## src/sv/cbiq_pkg.sv

```systemverilog
// Shared types, constants and coefficient table for the cascaded biquad filter.
`default_nettype none

package cbiq_pkg;

  localparam int TABLE_SECTIONS = 5;
  localparam int SAMPLE_W       = 16;
  localparam int ACC_W          = 32;
  localparam int COEF_W         = 18;
  localparam int PROD_W         = COEF_W + ACC_W;
  localparam int FRAC_BITS      = 15;
  localparam int TSEC_W         = $clog2(TABLE_SECTIONS);
  localparam int STEP_W         = 3;

  typedef enum logic [2:0] {
    C_B0,
    C_B1,
    C_B2,
    C_A1,
    C_A2
  } coef_sel_t;

  typedef enum logic [1:0] {
    OPND_D0,
    OPND_D1,
    OPND_W
  } opnd_sel_t;

  typedef enum logic [2:0] {
    ACC_NONE,
    ACC_W_FIRST,
    ACC_W_SUB,
    ACC_Y_LOAD,
    ACC_Y_ADD
  } acc_op_t;

  typedef struct packed {
    logic      load_sample;
    coef_sel_t coef;
    opnd_sel_t opnd;
    acc_op_t   acc;
    logic      wr_delay;
    logic      load_out;
  } cbiq_cmd_t;

  typedef struct packed {
    logic out_busy;
  } cbiq_stat_t;

  function automatic logic signed [COEF_W-1:0] coef_lookup(
    input logic [TSEC_W-1:0] sec,
    input coef_sel_t         sel
  );
    logic signed [COEF_W-1:0] c;
    c = '0;
    unique case (sec)
      3'd0: begin
        case (sel)
          C_B0:    c = 18'sd10;
          C_B1:    c = 18'sd21;
          C_B2:    c = 18'sd11;
          C_A1:    c = -18'sd13113;
          C_A2:    c = 18'sd1499;
          default: c = '0;
        endcase
      end
      3'd1: begin
        case (sel)
          C_B0:    c = 18'sd32768;
          C_B1:    c = 18'sd67707;
          C_B2:    c = 18'sd35049;
          C_A1:    c = -18'sd13756;
          C_A2:    c = 18'sd3178;
          default: c = '0;
        endcase
      end
      3'd2: begin
        case (sel)
          C_B0:    c = 18'sd32768;
          C_B1:    c = 18'sd65452;
          C_B2:    c = 18'sd32790;
          C_A1:    c = -18'sd15170;
          C_A2:    c = 18'sd6872;
          default: c = '0;
        endcase
      end
      3'd3: begin
        case (sel)
          C_B0:    c = 18'sd32768;
          C_B1:    c = 18'sd63313;
          C_B2:    c = 18'sd30649;
          C_A1:    c = -18'sd17669;
          C_A2:    c = 18'sd13403;
          default: c = '0;
        endcase
      end
      3'd4: begin
        case (sel)
          C_B0:    c = 18'sd32768;
          C_B1:    c = 18'sd62047;
          C_B2:    c = 18'sd29381;
          C_A1:    c = -18'sd21913;
          C_A2:    c = 18'sd24492;
          default: c = '0;
        endcase
      end
      default: c = '0;
    endcase
    return c;
  endfunction

endpackage

`default_nettype wire

```

## src/sv/cbiq_ctrl.sv

```systemverilog
// Controller: sequences five multiplies per section over the cascade.
`default_nettype none

module cbiq_ctrl
  import cbiq_pkg::*;
#(
  parameter int SECTIONS = 5,
  parameter int SEC_W    = 3
) (
  input  wire logic             clk,
  input  wire logic             rst_n,
  input  wire logic             in_valid,
  output logic                  in_ready,
  input  wire cbiq_stat_t       stat,
  output cbiq_cmd_t             cmd,
  output logic [SEC_W-1:0]      sec
);

  typedef enum logic [1:0] {
    S_IDLE,
    S_RUN,
    S_FLUSH,
    S_FIN
  } state_t;

  localparam logic [SEC_W-1:0]  LAST_SEC  = SEC_W'(SECTIONS - 1);
  localparam logic [STEP_W-1:0] LAST_STEP = STEP_W'(4);

  state_t            state_r;
  logic [SEC_W-1:0]  sec_r;
  logic [STEP_W-1:0] step_r;

  always_comb begin
    cmd             = '0;
    cmd.coef        = C_B0;
    cmd.opnd        = OPND_D0;
    cmd.acc         = ACC_NONE;
    cmd.load_sample = in_valid && (state_r == S_IDLE);
    if (state_r == S_RUN) begin
      case (step_r)
        3'd0: begin
          cmd.coef = C_A1;
          cmd.opnd = OPND_D0;
          cmd.acc  = ACC_W_FIRST;
        end
        3'd1: begin
          cmd.coef = C_A2;
          cmd.opnd = OPND_D1;
          cmd.acc  = ACC_W_SUB;
        end
        3'd2: begin
          cmd.coef = C_B1;
          cmd.opnd = OPND_D0;
          cmd.acc  = ACC_Y_LOAD;
        end
        3'd3: begin
          cmd.coef = C_B2;
          cmd.opnd = OPND_D1;
          cmd.acc  = ACC_Y_ADD;
        end
        default: begin
          cmd.coef     = C_B0;
          cmd.opnd     = OPND_W;
          cmd.acc      = ACC_Y_ADD;
          cmd.wr_delay = 1'b1;
        end
      endcase
    end
    cmd.load_out = (state_r == S_FIN) && !stat.out_busy;
  end

  always_ff @(posedge clk) begin
    if (!rst_n) begin
      state_r <= S_IDLE;
      sec_r   <= '0;
      step_r  <= '0;
    end else begin
      unique case (state_r)
        S_IDLE: begin
          if (in_valid) begin
            state_r <= S_RUN;
            sec_r   <= '0;
            step_r  <= '0;
          end
        end
        S_RUN: begin
          if (step_r == LAST_STEP) begin
            step_r <= '0;
            if (sec_r == LAST_SEC) begin
              state_r <= S_FLUSH;
            end else begin
              sec_r <= sec_r + 1'b1;
            end
          end else begin
            step_r <= step_r + 1'b1;
          end
        end
        S_FLUSH: state_r <= S_FIN;
        S_FIN: begin
          if (!stat.out_busy) begin
            state_r <= S_IDLE;
          end
        end
        default: state_r <= S_IDLE;
      endcase
    end
  end

  assign in_ready = (state_r == S_IDLE);
  assign sec      = sec_r;

endmodule

`default_nettype wire

```

## config.mk

```make
export PLATFORM = sky130hd
export DESIGN_NAME = cbiq_ctrl
export DESIGN_NICKNAME = d
export VERILOG_FILES = /design/src/sv/cbiq_pkg.sv /design/src/sv/cbiq_ctrl.sv
export SDC_FILE = /design/constraint.sdc
export NUM_CORES = 1
export LEC_CHECK = 0
export BUFFER_PORTS_ARGS = -buffer_cell sky130_fd_sc_hd__buf_2
export CORE_UTILIZATION = 45
export DETAILED_ROUTE_END_ITERATION = 12
export HOLD_SLACK_MARGIN = 0.06
export PLACE_DENSITY_LB_ADDON = 0.2
export RECOVER_POWER = 100
export REMOVE_ABC_BUFFERS = 1
export SKIP_CTS_REPAIR_TIMING = 1
export SLEW_MARGIN = 20
export SYNTH_ARGS = -nofsm -noshare
export SYNTH_HDL_FRONTEND = slang
export SYNTH_SLANG_ARGS = --single-unit
```

## constraint.sdc

```tcl
create_clock -name clk -period 1.5 [get_ports clk]
set_clock_uncertainty 0.05 [all_clocks]
set_input_delay 0.075 -clock clk [delete_from_list [all_inputs] [get_ports clk]]
set_output_delay 0.075 -clock clk [all_outputs]
set_load 0.1 [all_outputs]
```

Yosys cells after proc, flatten, opt, wreduce, memory -nomap -nowiden
Cells that the tools add are included.
{ "totals": {"ff_bits": 8, "latch_bits": 0, "ramBits": 0, "rom_bits": 0, "in_bits": 4, "output_inout_bits": 15, "word_cells": 42, "n_memories": 0} }
{ "classes": {"addsub": 2, "multipliers": 0, "n_div": 0, "magnitude_cmp": 0, "n_eq_ne": 13, "n_shift": 0, "muxes": 14, "n_bitwise": 0, "reduce_logical": 10} }
{ "ops": {"columns": ["operator", "count"], "rows": [
  ["$pmux W8 S4", 1],
  ["$mux W3", 4],
  ["$pmux W3 S2", 2],
  ["$mux W9", 1],
  ["$mux W2", 4],
  ["$pmux W2 S4", 1],
  ["$reduce_and A4 Y1", 2],
  ["$add A3 B1 Y3 const B", 2],
  ["$eq A3 B2 Y1 const B", 2],
  ["$eq A3 B3 Y1 const B", 2],
  ["$ne A2 B2 Y1 const B", 3],
  ["$eq A2 B2 Y1 const B", 2],
  ["$ne A2 B1 Y1 const B", 2],
  ["$reduce_or A4 Y1", 1],
  ["$eq A3 B1 Y1 const B", 1],
  ["$logic_not A3 Y1", 1],
  ["$eq A2 B1 Y1 const B", 1],
  ["$logic_and A1 B1 Y1", 2],
  ["$logic_not A2 Y1", 1],
  ["$reduce_and A2 Y1", 1],
  ["$reduce_bool A2 Y1", 1],
  ["$logic_not A1 Y1", 1],
  ["$mux W1", 1]
]} }

Longest topological paths before layout
{ "depth": {"ltp_word": 4, "ltp_mapped": 6, "depth_no_buf": 5} }

Worst setup path before layout
OpenSTA, ideal clock, no wires.
{ "synth_path": {"kind": "register to output", "from": "reg state_r[1]", "to": "out cmd[7] (netlist bit)", "arrival_ns": 2.532, "required_time_ns": 1.375, "setup_slack_ns": -1.157, "path_stages_with_launch": 7, "n_path_buf": 2, "path_cell_list": "dfxtp_1 > inv_1 > ha_1 > buf_6 > nand2_1 > nor2_1 > buf_4"} }
{ "synth_rtl": {"columns": ["item", "line_no", "text"], "rows": [
  ["from (decl)", "cbiq_ctrl.sv:29", "state_t state_r;"],
  ["from (signal assigned)", "cbiq_ctrl.sv:74", "state_r <= S_IDLE;"],
  ["from (signal assigned)", "cbiq_ctrl.sv:81", "state_r <= S_RUN;"],
  ["from (signal assigned)", "cbiq_ctrl.sv:90", "state_r <= S_FLUSH;"],
  ["to (decl)", "cbiq_ctrl.sv:15", "output cbiq_cmd_t cmd,"]
]} }

==> qor.yml <==
routed_via_density: 5.59
crit_path_cell_trace: "inv_4 -> ha_4 -> buf_6 -> nand2_4 -> nor2_1 -> buf_4 -> buf_12"
clock.fmax_mhz: 649
flop_to_flop_setup_slack_ns: 0.01
tritoncts: "done"
timing.critical_path.slowest_cell_delay_ns: 0.33
post_route_cell_area_sq_um: 1190
drtPass1Iterations: 4
floorplan.io_pins: 19
timing.critical_path.required_ns: 1.37
synthTopCellsByCount: "11 x ha_1, 10 x nand2_1, 9 x inv_1, 9 x nor2_1, 8 x dfxtp_1"
worst-setup-path-type: "reg -> out"
power.ir.vdd_worst_mv: 1.63
fin_crit_sh_pct: 103
worstReg2RegStart: "state_r[0]"
slowest_stage: "dfxtp_2"
n_antenna_cell: 0
yosys.cell_types.count: 30
finish.net_count: 125
grt_setup_unrepaired: "yes"
multi_input_comb_area_sq_um: 578
first_pass_grt_wire_length_um: 2240
detailroute.via_count: 687
min_from: "rst_n"
worst_r2r_path_depth: 5
commonest_register_cell_after_synthesis: "dfxtp_1"
fp.dieArea_sq_um: 1700
die_h_um: 41.3
worstPathArrival_ns: 1.42
final.setup.tns_ns: -0.104
synthMostInstantiatedCell: "ha_1"
syn_to_final_growth_pct: 71.0
final-max-slew-violation-count: 0
hpwlAfterDp_um: 1130
status: "complete, but fails checks"
final-hold-violation-count: 0
layout-drive-gt1-share_pct: 61.1
final_period_minus_worst_setup_slack_ns: 1.54
die-width_um: 41.3
grt_start_max_net_pins: 8
synth_area_per_cell_sq_um: 8.68
synth_top_cell_area_share_pct: 23.1
buffer_ports.inserted: 18
crit_fanout: 5
cts_htree_levels: 1
grt_usage_pct: 20.0
final-setup-viol-count: 4
tritoncts.num_buffers: 3
place.gp.congestion: 0.785
route.detailed.wl_per_inst_um: 13.3
grt_pass1_vias: 579
fillCellCount: 70
total_leakage_power_nw: 0.489
clkTransAtPathRegs_ns: 0.05
cts-root-buf: "clkbuf_4"
worst_r2r_endpoint: "sec[1]"
globalRoute.totalOverflow: 0
synth_seq_area_share_pct: 23.1
syn_inst: 80
crit_path_start_kind: "flop"
area_after_dpl_sq_um: 1020
post_synth_main_area_contributors: "dfxtp_1 23%, ha_1 20%, nand2_1 5.4%, inv_1 4.9%, nor2_1 4.9%"
min_path_type: "in -> reg"
hold_path_end: "sec[0]"
post-route-util_pct: 86.9
core_region_area_sq_um: 1370
setup.worst_path.end_class: "output pin"
report.power.total_mw: 2.79
yosysWarningCount: 0
mappedNetlistArea_sq_um: 694
cell_internal_pwr_mw: 1.33
synthArstFlopShare_pct: 0
numClockSinks: 8
first_iter_violations: 12
p_seq_share_pct: 10.9
netSwitchingPower_mw: 1.46
wl_um: 1640
swShare_pct: 52.4
area_taken_by_flip_flops_and_latches_sq_um: 170
timing_worst_slew_pin_value_ns: 0.541
cts_buffer_depth: 2
relative_slew_margins_pct: 64.1
grt_antenna_before_repair: 0
clk-insertion-delay-late_ns: 0.25
power.share.combinational_pct: 83.2
p_per_cell_area_nw_per_um2: 2350
final.setup.worst_slack_ns: -0.0418
core.rowCount: 13
failed_checks: "setup timing"
initial_utilization_pct: 50.8
synth-edff-count: 0
detail_route.drc_violations: 0
synth_seq_cells: 8
min_delay_path_depth: 3
post-place-ws_ns: -0.0443
synth.largest_area_cell: "dfxtp_1"
cap_viol_max_count: 0
clock_power_share_pct: 5.9
drt.antenna.violating_nets: 0
[critical path, delay by kind of cell (launching register included)]
| family | cells | cell delay [ns] |
|---|---|---|
| DFF | 1 | 0.33 |
| buffers and inverters | 4 | 0.51 |
| adders and majority gates | 1 | 0.16 |
| and+or+nand+nor | 2 | 0.16 |
[sequential cells by signal, summed over array words and instances (netlist names)]
register,cells
sec,3
state_r,2
step_r,3
[how the worst max path moves through the flow]
stage / startpoint / to / cells after the start / slack, ns
2_1_floorplan: state_r[1] / cmd[2] / 4 / -1.91
4_1_cts: state_r[1] / cmd[2] / 7 / -0.22
3_5_place_dp: state_r[0] / sec[1] / 5 / -0.04
6_report: state_r[1] / cmd[2] / 7 / -0.04
3_3_place_gp: state_r[0] / sec[1] / 5 / 0.03
5_1_grt: step_r[0] / cmd[7] / 6 / -0.10
[cell type report]
class                   count  share of cell area [%]
clock buffers               3                    1.90
inverters                  10                    3.37
multi-input cells          59                    48.7
flip-flops and latches      8                    14.3
well taps                  15                    1.58
repair buffers             28                    30.1
[power by group through the flow]
stage | Sequential [mW] | Combinational [mW] | Clock (mW)
floorplan | 0.283 | 1.20 | 0
global placement | 0.275 | 1.97 | 0
detailed placement | 0.281 | 2.01 | 0
CTS | 0.275 | 2.01 | 0.166
global route | 0.310 | 2.43 | 0.185
finish | 0.304 | 2.32 | 0.166
[cell families after synthesis]
| logic type | Yosys count | share of synthesized area, % |
|---|---|---|
| compound gates | 17 | 24.1 |
| fa+ha+maj | 11 | 19.8 |
| buf+inv | 13 | 9.19 |
| flops | 8 | 23.1 |
| mux | 2 | 3.42 |
| simple gates | 29 | 20.4 |
[placed cells by master, fill, tap and decap left out, types with 3 or more instances in the layout]
cell and n:
buf_4 8, clkbuf_2 3, ha_4 5, buf_2 3
nor2_1 6, inv_1 8, clkbuf_4 3, buf_12 11
nand2_1 9, ha_1 5, nor2_2 3, dfxtp_2 5
[through the flow]
| stage | hold slack, ns | instances |
|---|---|---|
| 2_1_floorplan | 0.171 | 77 |
| 3_3_place_gp | 0.334 | 118 |
| 3_5_place_dp | 0.352 | 118 |
| 4_1_cts | 0.0923 | 121 |
| 5_1_grt | 0.0784 | 123 |
| 6_report | 0.0818 | 123 |
[per-layer routing]
layer	part of all wire (%)	vias to the layer above	global-route usage, %
met5	0	-	0
met4	1.2	0	7.26
met3	4.2	6	3.26
met2	55	21	39.1
met1	40	329	20.7
li1	-	331	-
(Power assumes the default switching activity.)
