==> config.mk <==
export PLATFORM = sky130hd
export DESIGN_NAME = cbiq_dp
export DESIGN_NICKNAME = d
export VERILOG_FILES = /design/src/sv/cbiq_pkg.sv /design/src/sv/cbiq_dp.sv
export SDC_FILE = /design/constraint.sdc
export NUM_CORES = 2
export LEC_CHECK = 0
export BUFFER_PORTS_ARGS = -buffer_cell sky130_fd_sc_hd__buf_2
export CAP_MARGIN = 5
export CORE_MARGIN = 2
export CORE_UTILIZATION = 65
export CTS_CLUSTER_DIAMETER = 150
export DETAILED_ROUTE_END_ITERATION = 16
export PLACE_DENSITY_LB_ADDON = 0.3
export SYNTH_ARGS = -nofsm -noshare
export SYNTH_HDL_FRONTEND = slang
export SYNTH_SLANG_ARGS = --single-unit
export TNS_END_PERCENT = 5
==> constraint.sdc <==
create_clock -name clk -period 9.3 [get_ports clk]
set_input_delay 0.465 -clock clk [delete_from_list [all_inputs] [get_ports clk]]
set_output_delay 0.465 -clock clk [all_outputs]
set_load 0.05 [all_outputs]
==> src/sv/cbiq_pkg.sv <==
// Shared types, constants and coefficient table for the cascaded biquad filter.
`default_nettype none

package cbiq_pkg;

  localparam int TABLE_SECTIONS = 5;
  localparam int SAMPLE_W       = 16;
  localparam int ACC_W          = 32;
  localparam int COEF_W         = 18;
  localparam int PROD_W         = COEF_W + ACC_W;
  localparam int FRAC_BITS      = 15;
  localparam int TSEC_W         = $clog2(TABLE_SECTIONS);
  localparam int STEP_W         = 3;

  typedef enum logic [2:0] {
    C_B0,
    C_B1,
    C_B2,
    C_A1,
    C_A2
  } coef_sel_t;

  typedef enum logic [1:0] {
    OPND_D0,
    OPND_D1,
    OPND_W
  } opnd_sel_t;

  typedef enum logic [2:0] {
    ACC_NONE,
    ACC_W_FIRST,
    ACC_W_SUB,
    ACC_Y_LOAD,
    ACC_Y_ADD
  } acc_op_t;

  typedef struct packed {
    logic      load_sample;
    coef_sel_t coef;
    opnd_sel_t opnd;
    acc_op_t   acc;
    logic      wr_delay;
    logic      load_out;
  } cbiq_cmd_t;

  typedef struct packed {
    logic out_busy;
  } cbiq_stat_t;

  function automatic logic signed [COEF_W-1:0] coef_lookup(
    input logic [TSEC_W-1:0] sec,
    input coef_sel_t         sel
  );
    logic signed [COEF_W-1:0] c;
    c = '0;
    unique case (sec)
      3'd0: begin
        case (sel)
          C_B0:    c = 18'sd10;
          C_B1:    c = 18'sd21;
          C_B2:    c = 18'sd11;
          C_A1:    c = -18'sd13113;
          C_A2:    c = 18'sd1499;
          default: c = '0;
        endcase
      end
      3'd1: begin
        case (sel)
          C_B0:    c = 18'sd32768;
          C_B1:    c = 18'sd67707;
          C_B2:    c = 18'sd35049;
          C_A1:    c = -18'sd13756;
          C_A2:    c = 18'sd3178;
          default: c = '0;
        endcase
      end
      3'd2: begin
        case (sel)
          C_B0:    c = 18'sd32768;
          C_B1:    c = 18'sd65452;
          C_B2:    c = 18'sd32790;
          C_A1:    c = -18'sd15170;
          C_A2:    c = 18'sd6872;
          default: c = '0;
        endcase
      end
      3'd3: begin
        case (sel)
          C_B0:    c = 18'sd32768;
          C_B1:    c = 18'sd63313;
          C_B2:    c = 18'sd30649;
          C_A1:    c = -18'sd17669;
          C_A2:    c = 18'sd13403;
          default: c = '0;
        endcase
      end
      3'd4: begin
        case (sel)
          C_B0:    c = 18'sd32768;
          C_B1:    c = 18'sd62047;
          C_B2:    c = 18'sd29381;
          C_A1:    c = -18'sd21913;
          C_A2:    c = 18'sd24492;
          default: c = '0;
        endcase
      end
      default: c = '0;
    endcase
    return c;
  endfunction

endpackage

`default_nettype wire

==> src/sv/cbiq_dp.sv <==
// Datapath: delay words, shared multiplier, accumulators and output register.
`default_nettype none

module cbiq_dp
  import cbiq_pkg::*;
#(
  parameter int SECTIONS = 5,
  parameter int SEC_W    = 3
) (
  input  wire logic                       clk,
  input  wire logic                       rst_n,
  input  wire cbiq_cmd_t                  cmd,
  input  wire logic [SEC_W-1:0]           sec,
  output cbiq_stat_t                      stat,
  input  wire logic signed [SAMPLE_W-1:0] sample_in,
  output logic                            out_valid,
  input  wire logic                       out_ready,
  output logic signed [SAMPLE_W-1:0]      sample_out
);

  logic signed [SAMPLE_W-1:0] d0_r [SECTIONS];
  logic signed [SAMPLE_W-1:0] d1_r [SECTIONS];
  logic signed [ACC_W-1:0]    w_r;
  logic signed [ACC_W-1:0]    y_r;
  logic signed [ACC_W-1:0]    mulq_r;
  acc_op_t                    acc_r;
  logic signed [SAMPLE_W-1:0] out_data_r;
  logic                       out_valid_r;

  logic signed [COEF_W-1:0]   coef;
  logic signed [ACC_W-1:0]    opnd;
  logic signed [PROD_W-1:0]   prod;
  logic signed [ACC_W-1:0]    mulq_nxt;

  always_comb begin
    coef = coef_lookup(TSEC_W'(sec), cmd.coef);
    case (cmd.opnd)
      OPND_D0: opnd = ACC_W'(d0_r[sec]);
      OPND_D1: opnd = ACC_W'(d1_r[sec]);
      OPND_W:  opnd = w_r;
      default: opnd = '0;
    endcase
    prod     = PROD_W'(coef) * PROD_W'(opnd);
    mulq_nxt = prod[FRAC_BITS+ACC_W-1:FRAC_BITS];
  end

  always_ff @(posedge clk) begin
    mulq_r <= mulq_nxt;
    if (cmd.load_sample) begin
      y_r <= ACC_W'(sample_in);
    end else begin
      case (acc_r)
        ACC_W_FIRST: w_r <= y_r - mulq_r;
        ACC_W_SUB:   w_r <= w_r - mulq_r;
        ACC_Y_LOAD:  y_r <= mulq_r;
        ACC_Y_ADD:   y_r <= y_r + mulq_r;
        default: ;
      endcase
    end
    if (cmd.load_out) begin
      out_data_r <= y_r[SAMPLE_W-1:0];
    end
  end

  always_ff @(posedge clk) begin
    if (!rst_n) begin
      acc_r       <= ACC_NONE;
      out_valid_r <= 1'b0;
      for (int i = 0; i < SECTIONS; i++) begin
        d0_r[i] <= '0;
        d1_r[i] <= '0;
      end
    end else begin
      acc_r <= cmd.acc;
      if (cmd.load_out) begin
        out_valid_r <= 1'b1;
      end else if (out_ready) begin
        out_valid_r <= 1'b0;
      end
      if (cmd.wr_delay) begin
        d1_r[sec] <= d0_r[sec];
        d0_r[sec] <= w_r[SAMPLE_W-1:0];
      end
    end
  end

  assign stat.out_busy = out_valid_r & ~out_ready;
  assign out_valid     = out_valid_r;
  assign sample_out    = out_data_r;

endmodule

`default_nettype wire

# Yosys cells after proc, flatten, opt, wreduce, memory -nomap -nowiden
# Memories as Yosys holds them, arrays and structs flattened.
# Index checks and enable logic that the tools add are counted.
dict set report totals {
  reg_bits 116
  ramBits 160
  input_bits 33
  output_inout_bits 18
  wordCells 60
  memories 2
}
# memory depth width rd rd_ports_with_merged_regs wr line
set mem_list {}
lappend mem_list {d0_r 5 16 1 0 5 cbiq_dp.sv:21} ;# logic signed [SAMPLE_W-1:0] d0_r [SECTIONS];
lappend mem_list {d1_r 5 16 1 0 5 cbiq_dp.sv:22} ;# logic signed [SAMPLE_W-1:0] d1_r [SECTIONS];
dict set report op_classes {
  addsub 3
  n_mul 1
  eq_ne 14
  mux 22
  n_bitwise 3
  reduce_logical 9
}
# cell n
set ops {}
lappend ops {{18-bit one-hot mux with 5 select lines} 6}
lappend ops {{32-bit one-hot mux with 2 select lines} 2}
lappend ops {{32-bit one-hot mux with 3 select lines} 1}
lappend ops {{32-bit subtractor} 2}
lappend ops {{18-bit by 32-bit multiplier with 47-bit output} 1}
lappend ops {{32-bit adder} 1}
lappend ops {{16-bit 2-to-1 mux} 2}
lappend ops {{32-bit 2-to-1 mux} 1}
lappend ops {{16-bit OR reduction} 2}
lappend ops {{3-bit by 2-bit == test with 1-bit output (second input constant)} 6}
lappend ops {{3-bit by 1-bit == test with 1-bit output (second input constant)} 3}
lappend ops {{3-bit == test (second input constant)} 3}
lappend ops {{1-bit 2-to-1 mux} 8}
lappend ops {{3-bit zero test} 2}
lappend ops {{3-bit 2-to-1 mux} 2}
lappend ops {{2-bit nonzero test} 2}
lappend ops {{3-bit nonzero test} 1}
lappend ops {{2-bit by 1-bit == test with 1-bit output (second input constant)} 1}
lappend ops {{2-bit == test (second input constant)} 1}
lappend ops {{2-bit zero test} 1}
lappend ops {{1-bit inverter} 2}
lappend ops {{2-bit AND reduction} 1}
lappend ops {{1-bit bitwise AND} 1}

# Longest topological paths before layout
dict set report logic_depth {
  word_depth 5
  mapped_depth 37
}

# Least setup slack after synthesis
# Ideal clock, no wire load.
dict set report synth_path {
  kind {input -> register}
  start {input port sec[0]}
  end {register mulq_r[30]}
  t_arrival_ps 8169
  t_required_ps 9228
  slack_ps 1058
  stages 30
  n_path_buf 4
  cell_sequence {clkbuf_2 -> buf_4 -> buf_4 -> buf_2 -> mux4_2 -> mux2i_1 -> nand2_1 -> o21ai_0 -> nor2_1 -> a21oi_1 -> nor2_1 -> fa_1 -> inv_1 -> fa_1 -> fa_1 -> inv_1 -> fa_1 -> fa_1 -> fa_1 -> ha_1 -> a21oi_1 -> o21ai_0 -> a2111oi_0 -> and2_1 -> o31ai_2 -> a31o_2 -> o31ai_4 -> o311ai_2 -> a21oi_1 -> xnor2_1}
}
dict set report synth_via {
  elab_chain_cells 3
}
# element line
set synth_lines {}
lappend synth_lines {{start: declaration} cbiq_dp.sv:13} ;# input wire logic [SEC_W-1:0] sec,
lappend synth_lines {{memory 5 x 16 bit (tied with other cells)} -}
lappend synth_lines {{32-bit one-hot mux with 3 select lines / 18-bit one-hot mux with 5 select lines (equally long branches)} {cbiq_dp.sv:37, cbiq_pkg.sv:56}}
lappend synth_lines {{18-bit by 32-bit multiplier with 47-bit output *} cbiq_dp.sv:43} ;# prod = PROD_W'(coef) * PROD_W'(opnd);
lappend synth_lines {{named net prod[45]} cbiq_dp.sv:32} ;# logic signed [PROD_W-1:0] prod;
lappend synth_lines {{end signal: assignment} cbiq_dp.sv:48} ;# mulq_r <= mulq_nxt;
lappend synth_lines {{end: declaration} cbiq_dp.sv:25} ;# logic signed [ACC_W-1:0] mulq_r;
# Mark *: on every way through the listed nets, which the timed path passes. The rest lies on a longest branch.
# A chain may end at the register's enable or synchronous reset.

# Final worst setup path
dict set report layout_path {
  start {input port sec[2]}
  end {register mulq_r[26]}
}
# The elaborated chain is that of the path after synthesis.

==> results.md <==
- Maxcap violations: 0
- Post-route DRC: 0
- Share of the synthesized area in the top cell type: 28.4%
- Post-CTS Setup Bufs: 0
- WL final: around 98000 microns
- H-tree levels: 1
- Syn Nets: 4422
- Clk pin slew, worst setup/hold paths: approximately 0.080 ns
- Asr flop ratio synth: 0%
- Syn avg cell area: 10.1 sq um
- Initial antenna violation count: 1
- Total power: 8.73 mW
- Die width: 244 microns
- Placeable Area: 56600 sq um
- Worst-Skew Late Latency: slightly below 0.6 ns
- Largest net degree at the start of global routing: 48
- Seq/Total Area, Yosys: 28.9%
- Fin. Hold Viols: 0
- Clock skew: 0.0167 ns
- Post-synth EDFFs: ~340
- I/O pin total: a little over 50
- Row Count: between 80 and 90
- Worst-path fanout max: 12
- Die H: 244 microns
- Post-layout nets: 4421
- Synth area leader: fa_1
- Die area: 59400 sq um
- P&R area growth vs syn: 6.24%
- Core Util, Final: about 70%
- Synth warn: 0
- Final Cycle Share: 94.1%
- Flop and latch count out of synthesis: 372
- PortBufs: 50
- Critical path arrival: around 9.3 ns
- Most common cell in the netlist: inv_1
- Initial drt markers: 2826
- Vias: 27.1k
- Final Slew Violations: 0
- Routed Antenna Nets: 0
- Top area cells in the synthesized netlist: fa_1 (28%), edfxtp_1 (27%), inv_1 (6.7%), ha_1 (5.8%), nor2_1 (4.8%)
- Mapped Cells: 3684
- Drt pass-1 iters: 6
- Outcome: completed
- Peak VDD IR: 0.269 mV
- Starting density of the core: between 60% and 70%
- PD cells: between 200 and 250 nW/um^2
- First-pass GRT wire length: between 150000 and 200000 microns
- Clk buf depth: 3
- Main synth FF type: edfxtp_1
- WL/cell: 22.0 microns
- Hold Path Class: in -> reg
- Most frequent cells after synthesis: inv_1 (663), fa_1 (531), nor2_1 (479)
- Unrepaired setup endpoints after global routing: false
- Hold buffers post-CTS: 0
- DP Cell Count: 4406
- Max Clock Freq: 114 MHz
- Setup_tns: 0 ns
- Clock sink total: between 300 and 400
- Total gr overflow: 0
- Static Leak: 18.0 nW
- Synthesized cell area: about 37000 sq um
- Hpwl dp: 75500 microns
- Vias in the first global route: 27.9k
- CP Launch Type: input pin
- Final instance area: 39700 sq um
- Cell area after placement: just under 40000 sq um
- Post-layout min period: 8.75 ns
- Max-Slew Margin vs Limit: approximately 15%
- Cells resized by post-CTS repair: 0
- Vias per std cell: roughly 6.1
- Tightest Pin Transition: between 1 and 1.5 ns
- Crit Path Class: in -> reg
- CP required: 9.82 ns
- Gpl congestion: 0.973
- GRT Util Overall: 34.2%
- Post-Layout Cell Count: 4464
- Netlist cell types: 82
- Layout cell share with drive strength beyond 1: a little under a tenth
- CTS root buffer: clkbuf_16
- CTS tree: yes
- Critical path endpoint category: flip-flop
- Setup-failing EPs final: 0
- Num CTS Buffers: 31
-- routing by layer --
layer / wire length [microns] / global-route usage [%] / share of wire (%) / vias up
li1: - / - / - / 11800
met1: 36100 / 46.1 / 37 / 13500
met2: 46400 / 55.4 / 47 / 1485
met3: 10300 / 6.00 / 11 / 323
met4: 5260 / 14.5 / 5.4 / 0
met5: 0 / 0 / 0 / -
-- cell families after synthesis --
kind of cell	Yosys count	share of synthesized area, %
AO/OA/AOI/OAI	439	7.66
XOR/XNOR	103	2.41
adder cells (fa/ha/maj)	705	34.3
buffers and inverters	841	8.61
flip-flops	372	28.9
multiplexers	117	5.30
AND/OR/NAND/NOR	1107	12.8
-- cell usage in the layout, fill, tap and decap left out, types with 48 or more instances in the layout --
cell and instances:
buf_4 92, nand2_1 372, and3_1 52, nor2_1 473
mux4_2 61, ha_1 174, fa_1 531, o21ai_0 80
edfxtp_1 336, and2_1 52, xnor2_1 80, a21o_1 77
a21oi_1 135, inv_1 662, buf_2 48
-- through the flow --
step	setup slack, ns	hold WS [ns]
6_report	0.547	0.0799
5_1_grt	0.118	0.0782
4_1_cts	0.773	0.0653
3_5_place_dp	0.198	0.473
3_3_place_gp	0.397	0.481
2_1_floorplan	1.06	0.453
-- where the power goes --
group          switching, mW  total [mW]  internal, mW
Combinational           3.00        5.03          2.04
Clock                  0.615        1.31         0.699
Sequential             0.236        2.38          2.15
Total                   3.85        8.73          4.88
-- critical path, cell delays in order --
cell and delay, ns:
buf_2 0.27, clkinv_1 0.60, buf_4 0.43, o21ai_0 0.18, a21oi_1 0.09, nor2_1 0.69
nor2_2 0.32, nor2_1 0.24, fa_1 0.42, inv_1 0.08, fa_1 0.44, fa_1 0.52
inv_1 0.05, fa_1 0.55, fa_1 0.45, fa_1 0.45, ha_1 0.33, a21oi_1 0.15
o21ai_0 0.24, a2111oi_0 0.52, and2_1 0.22, o31ai_2 0.11, a31oi_1 0.48, o21ai_1 0.25
a221o_1 0.40, a21oi_1 0.19, xnor2_1 0.14
-- state kept, by name, indices dropped and copies added, names as in the netlist --
signal,flops
out_valid,1
y_r,32
sample_out,16
d1_r,128
d0_r,128
acc_r,3
w_r,32
mulq_r,32
-- worst paths after layout --
kind | from | end | slack, ns | cells after the start
worst max-delay path | sec[2] | mulq_r[26]$_DFF_P_ | 0.55 | 27
worst min-delay path | cmd[2] | acc_r[0]$_SDFF_PN0_ | 0.08 | 2
worst max register to register | d0_r[3][7]$_SDFFCE_PN0P_ | mulq_r[26]$_DFF_P_ | 0.82 | 25
worst min register to register | y_r[1]$_DFFE_PP_ | sample_out[1]$_DFFE_PP_ | 0.49 | 0
-- area by class of cell --
type                            instances  area, sq um
Clock buffer                           35          791
Multi-Input combinational cell       2471        23500
Tap cell                              756          946
Timing Repair Buffer                  142          971
Antenna cell                            1         2.50
Clock inverter                         22          205
Sequential cell                       372        10800
Inverter                              665         2500
Fill cell                            4200        16900
No activity file was read; power rests on OpenSTA's default activity.
